`config.mk`:
```
export PLATFORM = sky130hd
export DESIGN_NAME = looping_sample_position_counter_flat
export DESIGN_NICKNAME = d
export VERILOG_FILES = /design/src/sv/lspc_pkg.sv /design/src/sv/lspc_ifs.sv /design/src/sv/lspc_div.sv /design/src/sv/lspc_datapath.sv /design/src/sv/lspc_ctrl.sv /design/src/sv/looping_sample_position_counter.sv /design/src/flat_wrapper.sv
export SDC_FILE = /design/constraint.sdc
export NUM_CORES = 2
export LEC_CHECK = 0
export BUFFER_PORTS_ARGS = -buffer_cell sky130_fd_sc_hd__buf_2
export CAP_MARGIN = 10
export CELL_PAD_IN_SITES_DETAIL_PLACEMENT = 1
export CELL_PAD_IN_SITES_GLOBAL_PLACEMENT = 1
export CORE_ASPECT_RATIO = 1.2
export CORE_MARGIN = 3
export CORE_UTILIZATION = 55
export DETAILED_ROUTE_END_ITERATION = 7
export GPL_ROUTABILITY_DRIVEN = 0
export PLACE_DENSITY = 0.86
export SLEW_MARGIN = 40
export SYNTH_ARGS = -nofsm -noshare
export SYNTH_HDL_FRONTEND = slang
export SYNTH_SLANG_ARGS = --single-unit
```
`constraint.sdc`:
```
create_clock -name clock -period 26.1 [get_ports clock]
set_input_delay 0 -clock clock [delete_from_list [all_inputs] [get_ports clock]]
set_output_delay 0 -clock clock [all_outputs]
set_load 0.01 [all_outputs]
```
`src/sv/lspc_pkg.sv`:
```
// shared widths, codes, constants and control types of the looping sample position counter
`default_nettype none
package lspc_pkg;

   // field widths of the channels
   localparam int ACTION_W    = 3;
   localparam int COUNT_W     = 16;
   localparam int POSITION_W  = 48;
   localparam int CSR_INDEX_W = 3;
   localparam int CSR_DATA_W  = 24;

   // register widths
   localparam int RATE_W      = 19;
   localparam int TEMPO_W     = 17;
   localparam int BEATS_W     = 24;

   // conversion datapath widths
   localparam int EFF_END_W   = BEATS_W + 1;    // start plus a quarter beat may carry
   localparam int RATE6K_W    = 32;             // rate * 6000 stays below 2^32
   localparam int NUM_BITS    = 57;             // beats * rate * 6000 stays below 2^57
   localparam int DEN_SHIFT   = 8;
   localparam int DEN_W       = TEMPO_W + DEN_SHIFT;

   // constants
   localparam logic [RATE6K_W-1:0]  TIME_SCALE      = 32'd6000;    // 60 s times centi-bpm
   localparam logic [EFF_END_W-1:0] QUARTER_BEAT_Q8 = 25'd64;
   localparam logic [TEMPO_W-1:0]   TEMPO_MIN       = 17'd2000;
   localparam logic [TEMPO_W-1:0]   TEMPO_MAX       = 17'd99900;

   // register reset values
   localparam logic [RATE_W-1:0]  RATE_RESET     = 19'd48000;
   localparam logic [TEMPO_W-1:0] TEMPO_RESET    = 17'd12000;
   localparam logic [BEATS_W-1:0] LOOP_END_RESET = 24'd1024;

   // register indexes
   localparam logic [CSR_INDEX_W-1:0] REG_SAMPLE_RATE = 3'd0;
   localparam logic [CSR_INDEX_W-1:0] REG_TEMPO       = 3'd1;
   localparam logic [CSR_INDEX_W-1:0] REG_LOOP_ENABLE = 3'd2;
   localparam logic [CSR_INDEX_W-1:0] REG_LOOP_START  = 3'd3;
   localparam logic [CSR_INDEX_W-1:0] REG_LOOP_END    = 3'd4;

   // action codes
   localparam logic [ACTION_W-1:0] ACT_ADVANCE = 3'd0;
   localparam logic [ACTION_W-1:0] ACT_PLAY    = 3'd1;
   localparam logic [ACTION_W-1:0] ACT_PAUSE   = 3'd2;
   localparam logic [ACTION_W-1:0] ACT_STOP    = 3'd3;
   localparam logic [ACTION_W-1:0] ACT_SEEK    = 3'd4;

   typedef struct packed {
      logic accept;      // latch request and apply plain updates
      logic prep;        // rate * 6000, denominator, effective end
      logic mul_s;       // numerator for loop start
      logic mul_e;       // numerator for loop end
      logic div_start;
      logic div_mod;     // divider operands: position offset over loop length
      logic take_s;
      logic take_e;
      logic check;
      logic take_mod;
      logic load_rsp;
   } lspc_cmd_type;

   typedef struct packed {
      logic need_wrap;
      logic div_done;
      logic skip_mod;
   } lspc_sts_type;

endpackage
`default_nettype wire

```
`src/sv/lspc_ifs.sv`:
```
// request, response and register write channels of the looping sample position counter
`default_nettype none
interface lspc_req_if;
   logic                                valid;
   logic                                ready;
   logic [lspc_pkg::ACTION_W-1:0]       action;
   logic [lspc_pkg::COUNT_W-1:0]        advance_count;
   logic [lspc_pkg::POSITION_W-1:0]     seek_position;

   modport source (output valid, action, advance_count, seek_position, input ready);
   modport sink   (input valid, action, advance_count, seek_position, output ready);
endinterface

interface lspc_rsp_if;
   logic                                valid;
   logic                                ready;
   logic [lspc_pkg::POSITION_W-1:0]     position;
   logic                                is_playing;

   modport source (output valid, position, is_playing, input ready);
   modport sink   (input valid, position, is_playing, output ready);
endinterface

interface lspc_csr_if;
   logic                                valid;
   logic                                ready;
   logic [lspc_pkg::CSR_INDEX_W-1:0]    index;
   logic [lspc_pkg::CSR_DATA_W-1:0]     data;

   modport source (output valid, index, data, input ready);
   modport sink   (input valid, index, data, output ready);
endinterface
`default_nettype wire

```
`src/sv/lspc_div.sv`:
```
// serial restoring divider, one quotient bit per cycle
`default_nettype none
module lspc_div #(
   parameter int W = 57
) (
   input  wire logic         clock,
   input  wire logic         reset,
   input  wire logic         start,
   input  wire logic [W-1:0] dividend,
   input  wire logic [W-1:0] divisor,
   output logic              done,
   output logic [W-1:0]      quot,
   output logic [W-1:0]      rem
);
   localparam int CntW = $clog2(W + 1);

   logic            busy_ff, busy_in;
   logic            done_ff, done_in;
   logic [CntW-1:0] cnt_ff, cnt_in;
   logic [W-1:0]    acc_ff, acc_in;
   logic [W-1:0]    q_ff, q_in;
   logic [W-1:0]    d_ff, d_in;

   logic [W:0]      shifted;
   logic [W:0]      trial;
   logic            ge;

   always_comb begin
      shifted = {acc_ff, q_ff[W-1]};
      trial   = shifted - {1'b0, d_ff};
      ge      = shifted >= {1'b0, d_ff};
      busy_in = busy_ff;
      done_in = 1'b0;
      cnt_in  = cnt_ff;
      acc_in  = acc_ff;
      q_in    = q_ff;
      d_in    = d_ff;
      if (start) begin
         busy_in = 1'b1;
         cnt_in  = CntW'(W);
         acc_in  = '0;
         q_in    = dividend;
         d_in    = divisor;
      end else if (busy_ff) begin
         acc_in = ge ? trial[W-1:0] : shifted[W-1:0];
         q_in   = {q_ff[W-2:0], ge};
         cnt_in = cnt_ff - CntW'(1);
         if (cnt_ff == CntW'(1)) begin
            busy_in = 1'b0;
            done_in = 1'b1;
         end
      end
   end

   always_ff @(posedge clock) begin
      if (reset) begin
         busy_ff <= 1'b0;
         done_ff <= 1'b0;
         cnt_ff  <= '0;
      end else begin
         busy_ff <= busy_in;
         done_ff <= done_in;
         cnt_ff  <= cnt_in;
      end
   end

   always_ff @(posedge clock) begin
      acc_ff <= acc_in;
      q_ff   <= q_in;
      d_ff   <= d_in;
   end

   assign done = done_ff;
   assign quot = q_ff;
   assign rem  = acc_ff;
endmodule
`default_nettype wire

```
`src/sv/lspc_datapath.sv`:
```
// registers, transport state, beat to sample conversion and loop wrap datapath
`default_nettype none
module lspc_datapath #(
   parameter int POS_BITS = 48
) (
   input  wire logic                                 clock,
   input  wire logic                                 reset,
   input  wire lspc_pkg::lspc_cmd_type               cmd,
   output lspc_pkg::lspc_sts_type                    sts,
   input  wire logic [lspc_pkg::ACTION_W-1:0]        req_action,
   input  wire logic [lspc_pkg::COUNT_W-1:0]         req_advance_count,
   input  wire logic [lspc_pkg::POSITION_W-1:0]      req_seek_position,
   input  wire logic                                 csr_we,
   input  wire logic [lspc_pkg::CSR_INDEX_W-1:0]     csr_index,
   input  wire logic [lspc_pkg::CSR_DATA_W-1:0]      csr_data,
   output logic [lspc_pkg::POSITION_W-1:0]           rsp_position,
   output logic                                      rsp_is_playing
);
   localparam int DivW = (POS_BITS > lspc_pkg::NUM_BITS) ? POS_BITS : lspc_pkg::NUM_BITS;

   // registers
   logic [lspc_pkg::RATE_W-1:0]    rate_ff, rate_in;
   logic [lspc_pkg::TEMPO_W-1:0]   tempo_ff, tempo_in;
   logic                           loop_en_ff, loop_en_in;
   logic [lspc_pkg::BEATS_W-1:0]   start_ff, start_in;
   logic [lspc_pkg::BEATS_W-1:0]   end_ff, end_in;

   // transport state
   logic                           play_ff, play_in;
   logic [POS_BITS-1:0]            pos_ff, pos_in;

   // working registers
   logic [POS_BITS-1:0]            cand_ff, cand_in;
   logic [lspc_pkg::RATE6K_W-1:0]  rate6k_ff, rate6k_in;
   logic [lspc_pkg::EFF_END_W-1:0] eff_end_ff, eff_end_in;
   logic [lspc_pkg::NUM_BITS-1:0]  num_ff, num_in;
   logic [lspc_pkg::DEN_W-1:0]     den_ff, den_in;
   logic [lspc_pkg::NUM_BITS-1:0]  s_ff, s_in;
   logic [lspc_pkg::NUM_BITS-1:0]  len_ff, len_in;
   logic [DivW-1:0]                diff_ff, diff_in;
   logic [lspc_pkg::POSITION_W-1:0] rsp_pos_ff, rsp_pos_in;
   logic                           rsp_play_ff, rsp_play_in;

   logic                           wrap_on;
   logic [POS_BITS-1:0]            cand_next;
   logic [lspc_pkg::TEMPO_W-1:0]   tempo_wr;
   logic [lspc_pkg::EFF_END_W-1:0] start_plus;
   logic [lspc_pkg::EFF_END_W-1:0] mul_b;
   logic [DivW-1:0]                div_a;
   logic [DivW-1:0]                div_b;
   logic                           div_done;
   logic [DivW-1:0]                div_quot;
   logic [DivW-1:0]                div_rem;
   logic                           below_start;

   lspc_div #(.W(DivW)) u_div (
      .clock    (clock),
      .reset    (reset),
      .start    (cmd.div_start),
      .dividend (div_a),
      .divisor  (div_b),
      .done     (div_done),
      .quot     (div_quot),
      .rem      (div_rem)
   );

   always_comb begin
      wrap_on     = loop_en_ff && (rate_ff != '0);
      cand_next   = (req_action == lspc_pkg::ACT_SEEK) ? POS_BITS'(req_seek_position)
                                                       : pos_ff + POS_BITS'(req_advance_count);
      tempo_wr    = csr_data[lspc_pkg::TEMPO_W-1:0];
      start_plus  = lspc_pkg::EFF_END_W'(start_ff) + lspc_pkg::QUARTER_BEAT_Q8;
      mul_b       = cmd.mul_e ? eff_end_ff : lspc_pkg::EFF_END_W'(start_ff);
      div_a       = cmd.div_mod ? diff_ff : DivW'(num_ff);
      div_b       = cmd.div_mod ? DivW'(len_ff) : DivW'(den_ff);
      below_start = DivW'(cand_ff) < DivW'(s_ff);

      sts.need_wrap = wrap_on && ((req_action == lspc_pkg::ACT_SEEK) ||
                                  ((req_action == lspc_pkg::ACT_ADVANCE) && play_ff));
      sts.div_done  = div_done;
      sts.skip_mod  = (len_ff == '0) || below_start;

      rate_in     = rate_ff;
      tempo_in    = tempo_ff;
      loop_en_in  = loop_en_ff;
      start_in    = start_ff;
      end_in      = end_ff;
      play_in     = play_ff;
      pos_in      = pos_ff;
      cand_in     = cand_ff;
      rate6k_in   = rate6k_ff;
      eff_end_in  = eff_end_ff;
      num_in      = num_ff;
      den_in      = den_ff;
      s_in        = s_ff;
      len_in      = len_ff;
      diff_in     = diff_ff;
      rsp_pos_in  = rsp_pos_ff;
      rsp_play_in = rsp_play_ff;

      if (csr_we) begin
         case (csr_index)
            lspc_pkg::REG_SAMPLE_RATE: rate_in = csr_data[lspc_pkg::RATE_W-1:0];
            lspc_pkg::REG_TEMPO: begin
               if (tempo_wr < lspc_pkg::TEMPO_MIN) begin
                  tempo_in = lspc_pkg::TEMPO_MIN;
               end else if (tempo_wr > lspc_pkg::TEMPO_MAX) begin
                  tempo_in = lspc_pkg::TEMPO_MAX;
               end else begin
                  tempo_in = tempo_wr;
               end
            end
            lspc_pkg::REG_LOOP_ENABLE: loop_en_in = csr_data[0];
            lspc_pkg::REG_LOOP_START:  start_in = csr_data[lspc_pkg::BEATS_W-1:0];
            lspc_pkg::REG_LOOP_END:    end_in = csr_data[lspc_pkg::BEATS_W-1:0];
            default: ;
         endcase
      end

      // plain updates take effect at once, wrapped ones go through the divider
      if (cmd.accept) begin
         cand_in = cand_next;
         case (req_action)
            lspc_pkg::ACT_ADVANCE: begin
               if (play_ff && !wrap_on) begin
                  pos_in = cand_next;
               end
            end
            lspc_pkg::ACT_PLAY:  play_in = 1'b1;
            lspc_pkg::ACT_PAUSE: play_in = 1'b0;
            lspc_pkg::ACT_STOP: begin
               play_in = 1'b0;
               pos_in  = '0;
            end
            lspc_pkg::ACT_SEEK: begin
               if (!wrap_on) begin
                  pos_in = cand_next;
               end
            end
            default: ;
         endcase
      end

      if (cmd.prep) begin
         rate6k_in  = lspc_pkg::RATE6K_W'(rate_ff) * lspc_pkg::TIME_SCALE;
         den_in     = lspc_pkg::DEN_W'(tempo_ff) << lspc_pkg::DEN_SHIFT;
         eff_end_in = (lspc_pkg::EFF_END_W'(end_ff) > start_plus) ?
                      lspc_pkg::EFF_END_W'(end_ff) : start_plus;
      end

      if (cmd.mul_s || cmd.mul_e) begin
         num_in = lspc_pkg::NUM_BITS'(rate6k_ff) * lspc_pkg::NUM_BITS'(mul_b);
      end

      if (cmd.take_s) begin
         s_in = div_quot[lspc_pkg::NUM_BITS-1:0];
      end

      if (cmd.take_e) begin
         len_in = div_quot[lspc_pkg::NUM_BITS-1:0] - s_ff;
      end

      if (cmd.check) begin
         if (len_ff == '0) begin
            pos_in = cand_ff;
         end else if (below_start) begin
            pos_in = POS_BITS'(s_ff);
         end else begin
            diff_in = DivW'(cand_ff) - DivW'(s_ff);
         end
      end

      if (cmd.take_mod) begin
         pos_in = POS_BITS'(DivW'(s_ff) + div_rem);
      end

      if (cmd.load_rsp) begin
         rsp_pos_in  = lspc_pkg::POSITION_W'(pos_ff);
         rsp_play_in = play_ff;
      end
   end

   always_ff @(posedge clock) begin
      if (reset) begin
         rate_ff    <= lspc_pkg::RATE_RESET;
         tempo_ff   <= lspc_pkg::TEMPO_RESET;
         loop_en_ff <= 1'b0;
         start_ff   <= '0;
         end_ff     <= lspc_pkg::LOOP_END_RESET;
         play_ff    <= 1'b0;
         pos_ff     <= '0;
      end else begin
         rate_ff    <= rate_in;
         tempo_ff   <= tempo_in;
         loop_en_ff <= loop_en_in;
         start_ff   <= start_in;
         end_ff     <= end_in;
         play_ff    <= play_in;
         pos_ff     <= pos_in;
      end
   end

   always_ff @(posedge clock) begin
      cand_ff     <= cand_in;
      rate6k_ff   <= rate6k_in;
      eff_end_ff  <= eff_end_in;
      num_ff      <= num_in;
      den_ff      <= den_in;
      s_ff        <= s_in;
      len_ff      <= len_in;
      diff_ff     <= diff_in;
      rsp_pos_ff  <= rsp_pos_in;
      rsp_play_ff <= rsp_play_in;
   end

   assign rsp_position   = rsp_pos_ff;
   assign rsp_is_playing = rsp_play_ff;
endmodule
`default_nettype wire

```
`src/sv/lspc_ctrl.sv`:
```
// sequencer for request intake, loop wrap steps and the response register
`default_nettype none
module lspc_ctrl (
   input  wire logic                   clock,
   input  wire logic                   reset,
   input  wire logic                   req_valid,
   output logic                        req_ready,
   output logic                        rsp_valid,
   input  wire logic                   rsp_ready,
   output lspc_pkg::lspc_cmd_type      cmd,
   input  wire lspc_pkg::lspc_sts_type sts
);
   localparam logic [3:0] ST_IDLE   = 4'd0;
   localparam logic [3:0] ST_PREP   = 4'd1;
   localparam logic [3:0] ST_MUL_S  = 4'd2;
   localparam logic [3:0] ST_DIV_S  = 4'd3;
   localparam logic [3:0] ST_WAIT_S = 4'd4;
   localparam logic [3:0] ST_MUL_E  = 4'd5;
   localparam logic [3:0] ST_DIV_E  = 4'd6;
   localparam logic [3:0] ST_WAIT_E = 4'd7;
   localparam logic [3:0] ST_CHECK  = 4'd8;
   localparam logic [3:0] ST_DIV_M  = 4'd9;
   localparam logic [3:0] ST_WAIT_M = 4'd10;
   localparam logic [3:0] ST_OUT    = 4'd11;

   logic [3:0] state_ff, state_in;
   logic       rsp_valid_ff, rsp_valid_in;
   logic       slot_free;

   always_comb begin
      cmd          = '0;
      state_in     = state_ff;
      slot_free    = !rsp_valid_ff || rsp_ready;
      rsp_valid_in = rsp_valid_ff && !rsp_ready;
      req_ready    = (state_ff == ST_IDLE);
      case (state_ff)
         ST_IDLE: begin
            if (req_valid) begin
               cmd.accept = 1'b1;
               state_in   = sts.need_wrap ? ST_PREP : ST_OUT;
            end
         end
         ST_PREP: begin
            cmd.prep = 1'b1;
            state_in = ST_MUL_S;
         end
         ST_MUL_S: begin
            cmd.mul_s = 1'b1;
            state_in  = ST_DIV_S;
         end
         ST_DIV_S: begin
            cmd.div_start = 1'b1;
            state_in      = ST_WAIT_S;
         end
         ST_WAIT_S: begin
            if (sts.div_done) begin
               cmd.take_s = 1'b1;
               state_in   = ST_MUL_E;
            end
         end
         ST_MUL_E: begin
            cmd.mul_e = 1'b1;
            state_in  = ST_DIV_E;
         end
         ST_DIV_E: begin
            cmd.div_start = 1'b1;
            state_in      = ST_WAIT_E;
         end
         ST_WAIT_E: begin
            if (sts.div_done) begin
               cmd.take_e = 1'b1;
               state_in   = ST_CHECK;
            end
         end
         ST_CHECK: begin
            cmd.check = 1'b1;
            state_in  = sts.skip_mod ? ST_OUT : ST_DIV_M;
         end
         ST_DIV_M: begin
            cmd.div_start = 1'b1;
            cmd.div_mod   = 1'b1;
            state_in      = ST_WAIT_M;
         end
         ST_WAIT_M: begin
            if (sts.div_done) begin
               cmd.take_mod = 1'b1;
               state_in     = ST_OUT;
            end
         end
         ST_OUT: begin
            // hold the result until the response register has room
            if (slot_free) begin
               cmd.load_rsp = 1'b1;
               rsp_valid_in = 1'b1;
               state_in     = ST_IDLE;
            end
         end
         default: state_in = ST_IDLE;
      endcase
   end

   always_ff @(posedge clock) begin
      if (reset) begin
         state_ff     <= ST_IDLE;
         rsp_valid_ff <= 1'b0;
      end else begin
         state_ff     <= state_in;
         rsp_valid_ff <= rsp_valid_in;
      end
   end

   assign rsp_valid = rsp_valid_ff;

   a_accept_leaves_idle: assert property (@(posedge clock) disable iff (reset)
      (req_valid && req_ready) |=> (state_ff != ST_IDLE))
      else $error("request accepted but sequencer stayed idle");

   a_load_sets_valid: assert property (@(posedge clock) disable iff (reset)
      cmd.load_rsp |=> rsp_valid_ff)
      else $error("response loaded without raising valid");

   a_no_overwrite: assert property (@(posedge clock) disable iff (reset)
      cmd.load_rsp |-> (!rsp_valid_ff || rsp_ready))
      else $error("pending response overwritten");

   a_div_then_wait: assert property (@(posedge clock) disable iff (reset)
      cmd.div_start |=> (state_ff == ST_WAIT_S || state_ff == ST_WAIT_E ||
                         state_ff == ST_WAIT_M))
      else $error("divider started outside a divide step");
endmodule
`default_nettype wire

```
`src/sv/looping_sample_position_counter.sv`:
```
// looping sample position counter: transport flag and sample position with loop wrapping
// Channels: req_ch takes one request (action, advance_count, seek_position); rsp_ch
// returns one result (position, is_playing) per request; csr_ch writes the five
// registers by index (0 sample rate, 1 tempo, 2 loop enable, 3 loop start, 4 loop end)
// and is always ready. Write registers only while no request is in flight.
// Play, pause, stop, unused actions, an advance while paused and any update with
// looping off skip the loop wrap and go straight from acceptance to the output step.
// A seek, or an advance while playing, with looping on and a nonzero sample rate runs
// the loop wrap: two beat to sample conversions and one modulo on a shared serial
// divider of W = max(57, POS_BITS) bits, one quotient bit a cycle. The modulo is
// skipped when the position snaps to the loop start or the loop is empty.
// One request is worked on at a time; the next is taken once the result of the
// previous one sits in the output register, even if it has not yet been taken.
// A stalled receiver holds the result register and, after one more request, the
// sequencer waits with its result until room appears.
// Reset (synchronous) stops the transport, clears the position and restores the
// register defaults: 48000 Hz, 120.00 bpm, looping off, loop 0 to 4 beats.
`default_nettype none
module looping_sample_position_counter #(
   parameter int POS_BITS = 48
) (
   input  wire logic  clock,
   input  wire logic  reset,
   lspc_req_if.sink   req_ch,
   lspc_rsp_if.source rsp_ch,
   lspc_csr_if.sink   csr_ch
);
   lspc_pkg::lspc_cmd_type cmd;
   lspc_pkg::lspc_sts_type sts;

   assign csr_ch.ready = 1'b1;

   lspc_ctrl u_ctrl (
      .clock     (clock),
      .reset     (reset),
      .req_valid (req_ch.valid),
      .req_ready (req_ch.ready),
      .rsp_valid (rsp_ch.valid),
      .rsp_ready (rsp_ch.ready),
      .cmd       (cmd),
      .sts       (sts)
   );

   lspc_datapath #(.POS_BITS(POS_BITS)) u_datapath (
      .clock             (clock),
      .reset             (reset),
      .cmd               (cmd),
      .sts               (sts),
      .req_action        (req_ch.action),
      .req_advance_count (req_ch.advance_count),
      .req_seek_position (req_ch.seek_position),
      .csr_we            (csr_ch.valid & csr_ch.ready),
      .csr_index         (csr_ch.index),
      .csr_data          (csr_ch.data),
      .rsp_position      (rsp_ch.position),
      .rsp_is_playing    (rsp_ch.is_playing)
   );
endmodule
`default_nettype wire
```
`src/flat_wrapper.sv`:
```
// flat-port wrapper written by rule: the top's interface ports become plain ports
module looping_sample_position_counter_flat 
#(
   parameter int POS_BITS = 48
)
  (clock, reset, req_ch_valid, req_ch_action, req_ch_advance_count, req_ch_seek_position, req_ch_ready, rsp_ch_valid, rsp_ch_position, rsp_ch_is_playing, rsp_ch_ready, csr_ch_valid, csr_ch_index, csr_ch_data, csr_ch_ready);
  lspc_req_if req_ch_i ();
  lspc_rsp_if rsp_ch_i ();
  lspc_csr_if csr_ch_i ();
  input  wire logic clock;
  input  wire logic reset;
  input wire logic [$bits(req_ch_i.valid)-1:0] req_ch_valid;
  input wire logic [$bits(req_ch_i.action)-1:0] req_ch_action;
  input wire logic [$bits(req_ch_i.advance_count)-1:0] req_ch_advance_count;
  input wire logic [$bits(req_ch_i.seek_position)-1:0] req_ch_seek_position;
  output wire logic [$bits(req_ch_i.ready)-1:0] req_ch_ready;
  output wire logic [$bits(rsp_ch_i.valid)-1:0] rsp_ch_valid;
  output wire logic [$bits(rsp_ch_i.position)-1:0] rsp_ch_position;
  output wire logic [$bits(rsp_ch_i.is_playing)-1:0] rsp_ch_is_playing;
  input wire logic [$bits(rsp_ch_i.ready)-1:0] rsp_ch_ready;
  input wire logic [$bits(csr_ch_i.valid)-1:0] csr_ch_valid;
  input wire logic [$bits(csr_ch_i.index)-1:0] csr_ch_index;
  input wire logic [$bits(csr_ch_i.data)-1:0] csr_ch_data;
  output wire logic [$bits(csr_ch_i.ready)-1:0] csr_ch_ready;
  assign req_ch_i.valid = req_ch_valid;
  assign req_ch_i.action = req_ch_action;
  assign req_ch_i.advance_count = req_ch_advance_count;
  assign req_ch_i.seek_position = req_ch_seek_position;
  assign req_ch_ready = req_ch_i.ready;
  assign rsp_ch_valid = rsp_ch_i.valid;
  assign rsp_ch_position = rsp_ch_i.position;
  assign rsp_ch_is_playing = rsp_ch_i.is_playing;
  assign rsp_ch_i.ready = rsp_ch_ready;
  assign csr_ch_i.valid = csr_ch_valid;
  assign csr_ch_i.index = csr_ch_index;
  assign csr_ch_i.data = csr_ch_data;
  assign csr_ch_ready = csr_ch_i.ready;
  looping_sample_position_counter #(.POS_BITS(POS_BITS)) u_core (.clock(clock), .reset(reset), .req_ch(req_ch_i), .rsp_ch(rsp_ch_i), .csr_ch(csr_ch_i));
endmodule
```
==> impl_metrics.env <==
export IMPL_result_of_the_run="completed"
export IMPL_grt_first_pass_wirelength_um=377400
export IMPL_antenna_violating_nets_post_route=0
export IMPL_syn_inst=7135
export IMPL_design_die_area_um2=127300
export IMPL_drt_pass1_iter_count=8
export IMPL_drv_slew=0
export IMPL_worst_slew_margin_rel=0.3851
export IMPL_netlist_cell_type_count=95
export IMPL_share_seq_of_total_power=0.291
export IMPL_timing_final_setup_violations=0
export IMPL_max_slew_worst_pin_slew_ns=0.9223
export IMPL_drt_first_iter_violations=5427
export IMPL_fin_setup_tns_ns=0
export IMPL_post_route_drc_count=0
export IMPL_die_x_um=326.2
export IMPL_hpwlAfterDp_um=178600
export IMPL_via_count=57260
export IMPL_synth_seq_area_share=0.2845
export IMPL_nets=8575
export IMPL_synth_top_family_by_area="adder cells"
export IMPL_synthesized_area_fraction_occupied_by_and_or_nand_nor_cells=0.1452
export IMPL_cts_root_buffer_cell="sky130_fd_sc_hd__clkbuf_16"
export IMPL_clock_sinks=709
export IMPL_multiInputGateArea_um2=43790
export IMPL_max_stage_delay_ns=0.91
export IMPL_timing_clock_skew_ns=0.04809
export IMPL_max_vdd_ir_drop_mv=0.06058
export IMPL_first_global_vias=64670
export IMPL_worst_path_buf_inv=4
export IMPL_synth_compound_gate_area_share=0.1344
export IMPL_critical_path_peak_fanout=43
export IMPL_max_cap_viol_count=0
export IMPL_postCtsSetupBuffers=0
export IMPL_routed_wl_um=249700
export IMPL_cts_root_to_sink_buffers=3
export IMPL_power_switching_fraction=0.4535
export IMPL_clock_latency_ns=0.73
export IMPL_dieHeight_um=390.2
export IMPL_power_internal_w=0.003499
export IMPL_syn_area_um2=67660
export IMPL_start_util=0.5557
export IMPL_synth_mux_area_frac=0.02417
export IMPL_type_of_the_worst_setup_path="flip-flop to flip-flop"
export IMPL_drive_gt1_frac=0.06491
export IMPL_synth_net_count=8443
export IMPL_cts_made_buffers=78
export IMPL_synth_ff_type="sky130_fd_sc_hd__edfxtp_1"
export IMPL_synth_adder_area_share=0.2994
export IMPL_final_min_clock_period_ns=9.838
export IMPL_path_clk_slew_ns=0.07
export IMPL_synth_area_per_cell_um2=9.482
export IMPL_worst_path_dominant_cell_family="adder cells"
export IMPL_final_seq_area_um2=19250
export IMPL_portBuffers=149
export IMPL_core_um2=121700
export IMPL_min_period_over_period=0.3769
export IMPL_power_leakage_nw=32.65
export IMPL_switchingPower_w=0.002904
export IMPL_startpoint_type="flip-flop"
export IMPL_rsz0062_at_grt="no"
export IMPL_hold_viol=0
export IMPL_type_of_the_worst_min_delay_path="input port to flip-flop"
export IMPL_grt_start_max_net_pins=89
export IMPL_wl_per_cell_um=27.83
export IMPL_grt_ovfl_total=0
export IMPL_synth_edf_count=505
export IMPL_post_synthesis_to_final_layout_area_growth_pct=9.315
export IMPL_ys_warn_count=0
export IMPL_cts_htree_levels=3
export IMPL_power_w=0.006403
export IMPL_power_per_cell_area_nw_per_um2=86.58
export IMPL_asyncSetResetFlopFracSynth=0
export IMPL_floorplan_rows=140
export IMPL_crit_required_ns=26.54
export IMPL_timing_critical_path_arrival_ns=10.28
export IMPL_critical_path_top_cell_by_count="sky130_fd_sc_hd__fa_1"
export IMPL_ys_ff_latch=709
export IMPL_cts_tree="yes"
export IMPL_grtUsageTotal=0.3889
export IMPL_clock_power_share=0.187
export IMPL_post_cts_resized=0
export IMPL_crit_path_max_delay_cell_type="sky130_fd_sc_hd__mux2_2"
export IMPL_post_synth_xor_area_fraction=0.04142
export IMPL_avgViaCountPerCell=6.381
export IMPL_maxClockFrequency_ghz=0.1017
export IMPL_filler_cell_count=13420
export IMPL_setup_worst_path_end_class="flip-flop"
export IMPL_design_portCount=151
export IMPL_grt_antenna_before_repair=9
export IMPL_p_comb_frac=0.522
==> cell usage in the layout (no fill, tap or decap), types with 42 or more instances in the layout <==
cell / count
sky130_fd_sc_hd__mux2i_1: 111
sky130_fd_sc_hd__nand4_1: 61
sky130_fd_sc_hd__nor2_1: 323
sky130_fd_sc_hd__buf_2: 148
sky130_fd_sc_hd__a21o_1: 151
sky130_fd_sc_hd__nand2_1: 817
sky130_fd_sc_hd__o21a_1: 63
sky130_fd_sc_hd__inv_1: 976
sky130_fd_sc_hd__dlygate4sd3_1: 93
sky130_fd_sc_hd__nor2b_1: 158
sky130_fd_sc_hd__xnor2_1: 200
sky130_fd_sc_hd__and2_1: 298
sky130_fd_sc_hd__o21ai_0: 337
sky130_fd_sc_hd__nand3_1: 80
sky130_fd_sc_hd__o21bai_1: 42
sky130_fd_sc_hd__dfxtp_1: 203
sky130_fd_sc_hd__fa_1: 683
sky130_fd_sc_hd__clkbuf_16: 79
sky130_fd_sc_hd__edfxtp_1: 505
sky130_fd_sc_hd__a21oi_1: 444
sky130_fd_sc_hd__xor2_1: 120
sky130_fd_sc_hd__nor3_1: 72
sky130_fd_sc_hd__ha_1: 526
sky130_fd_sc_hd__a211oi_1: 53
sky130_fd_sc_hd__nand2b_1: 61
sky130_fd_sc_hd__buf_4: 70
sky130_fd_sc_hd__and3_1: 56
==> routing by layer <==
layer,vias up,wire (um),GRT usage
li1,24210,-,-
met1,28530,84630,0.4113
met2,3205,123200,0.6823
met3,1316,19360,0.07880
met4,6,22460,0.2950
met5,-,41,0
==> stage by stage <==
stage | hold WS (ns) | utilization | worst slack (ns) | instances | cell area [um^2]
after CTS | 0.0004287 | 0.6064 | 16.44 | 8961 | 73830
after floorplan | 0.09661 | - | 17.32 | 7135 | 67660
after global placement | 0.2484 | 0.5750 | 16.92 | 8709 | 70010
final | 0.02708 | 0.6075 | 16.26 | 8974 | 73960
after detailed placement | 0.2586 | 0.5768 | 16.51 | 8722 | 70220
after global routing | 0.05490 | 0.6074 | 15.90 | 8969 | 73950
==> cell families after synthesis <==
group	Yosys count
simple gates	2044
compound gates	1433
buf+inv	1261
fa+ha+maj	1209
flops	709
xor+xnor	320
mux	158
other cells	1
==> worst paths after layout <==
check,start,endpoint,slack (ns),cells past startpoint
setup / recovery,u_core.u_ctrl.state_ff[0],u_core.u_datapath.num_ff[54],16.26,27
hold / removal,req_ch_advance_count[6],u_core.u_datapath.cand_ff[6],0.03,6
hold reg to reg,u_core.u_datapath.tempo_ff[3],u_core.u_datapath.den_ff[11],0.44,0
setup reg to reg,u_core.u_ctrl.state_ff[0],u_core.u_datapath.num_ff[54],16.26,27
==> worst register-to-register path, stage by stage (launching register included) <==
cell	delay [ns]
sky130_fd_sc_hd__dfxtp_1	0.60
sky130_fd_sc_hd__nand2b_1	0.31
sky130_fd_sc_hd__nor2_4	0.19
sky130_fd_sc_hd__buf_4	0.56
sky130_fd_sc_hd__mux2_2	0.96
sky130_fd_sc_hd__nand2_1	0.24
sky130_fd_sc_hd__fa_1	0.57
sky130_fd_sc_hd__inv_1	0.05
sky130_fd_sc_hd__fa_1	0.58
sky130_fd_sc_hd__fa_1	0.47
sky130_fd_sc_hd__fa_1	0.59
sky130_fd_sc_hd__fa_1	0.46
sky130_fd_sc_hd__fa_1	0.52
sky130_fd_sc_hd__inv_1	0.06
sky130_fd_sc_hd__fa_1	0.50
sky130_fd_sc_hd__inv_1	0.05
sky130_fd_sc_hd__ha_1	0.38
sky130_fd_sc_hd__a21o_1	0.21
sky130_fd_sc_hd__a21oi_1	0.17
sky130_fd_sc_hd__nor2_1	0.08
sky130_fd_sc_hd__a311o_1	0.32
sky130_fd_sc_hd__a31oi_2	0.36
sky130_fd_sc_hd__o2bb2ai_1	0.24
sky130_fd_sc_hd__a31oi_1	0.30
sky130_fd_sc_hd__nor2_1	0.12
sky130_fd_sc_hd__or4_1	0.48
sky130_fd_sc_hd__o311ai_1	0.11
sky130_fd_sc_hd__xnor2_1	0.10
==> cells in the mapped netlist, types with 22 or more instances <==
library cell,number,area [um^2]
sky130_fd_sc_hd__inv_1,978,3671
sky130_fd_sc_hd__nand2_1,817,3067
sky130_fd_sc_hd__fa_1,683,13670
sky130_fd_sc_hd__ha_1,526,6581
sky130_fd_sc_hd__edfxtp_1,505,15160
sky130_fd_sc_hd__a21oi_1,444,2222
sky130_fd_sc_hd__o21ai_0,337,1687
sky130_fd_sc_hd__nor2_1,328,1231
sky130_fd_sc_hd__and2_1,300,1877
sky130_fd_sc_hd__clkbuf_1,241,904.6
sky130_fd_sc_hd__dfxtp_1,204,4084
sky130_fd_sc_hd__xnor2_1,200,1752
sky130_fd_sc_hd__nor2b_1,158,988.5
sky130_fd_sc_hd__a21o_1,151,1134
sky130_fd_sc_hd__xor2_1,120,1051
sky130_fd_sc_hd__mux2i_1,115,1151
sky130_fd_sc_hd__nand3_1,81,405.4
sky130_fd_sc_hd__nor3_1,77,385.4
sky130_fd_sc_hd__o21a_1,63,473.0
sky130_fd_sc_hd__nand2b_1,62,387.9
sky130_fd_sc_hd__nand4_1,61,381.6
sky130_fd_sc_hd__and3_1,60,375.4
sky130_fd_sc_hd__a211oi_1,54,405.4
sky130_fd_sc_hd__mux2_2,43,484.2
sky130_fd_sc_hd__o21bai_1,42,315.3
sky130_fd_sc_hd__a31oi_1,39,244.0
sky130_fd_sc_hd__o22ai_1,37,231.5
sky130_fd_sc_hd__o211ai_1,34,255.2
sky130_fd_sc_hd__nor4_1,25,156.4
sky130_fd_sc_hd__buf_2,23,115.1
sky130_fd_sc_hd__o31ai_1,22,165.2
==> final cells by class <==
type,instances,share of cell area
timing repair buffer,333,0.03385
clock inverter,36,0.007055
clock buffer,110,0.02911
sequential,709,0.2603
antenna,8,0.0002707
multi-input combinational,5165,0.5921
inverter,980,0.04975
tap,1633,0.02763
==> power groups by stage <==
stage	sequential (W)	combinational [W]	clock [W]
after CTS	0.00184	0.00322	0.00118
after detailed placement	0.00186	0.00315	0
after floorplan	0.00176	0.00225	0
final	0.00186	0.00335	0.00120
after global routing	0.00187	0.00362	0.00124
after global placement	0.00186	0.00291	0
==> timing repair <==
item                                    4_1_cts  5_1_grt
hold buffers                                 93        0
endpoints found under the setup margin        0        0
hold endpoints to repair                    170        0
==> sequential cells by signal, indices dropped and copies added, names as in the netlist, 4 cells and up <==
name                            flops
u_core.u_datapath.rate_ff          19
u_core.u_datapath.diff_ff          57
u_core.u_datapath.end_ff           24
u_core.u_datapath.u_div.quot       57
u_core.u_datapath.u_div.d_ff       57
u_core.u_datapath.eff_end_ff       25
u_core.u_ctrl.state_ff              4
u_core.u_datapath.u_div.rem        57
u_core.u_datapath.s_ff             57
u_core.u_datapath.start_ff         24
u_core.u_datapath.u_div.cnt_ff      6
u_core.u_datapath.rate6k_ff        28
u_core.u_datapath.den_ff           17
u_core.u_datapath.cand_ff          48
u_core.u_datapath.num_ff           53
u_core.u_datapath.len_ff           57
u_core.u_datapath.tempo_ff         17
u_core.u_datapath.rsp_position     48
u_core.u_datapath.pos_ff           48
(Power assumes the default switching activity.)
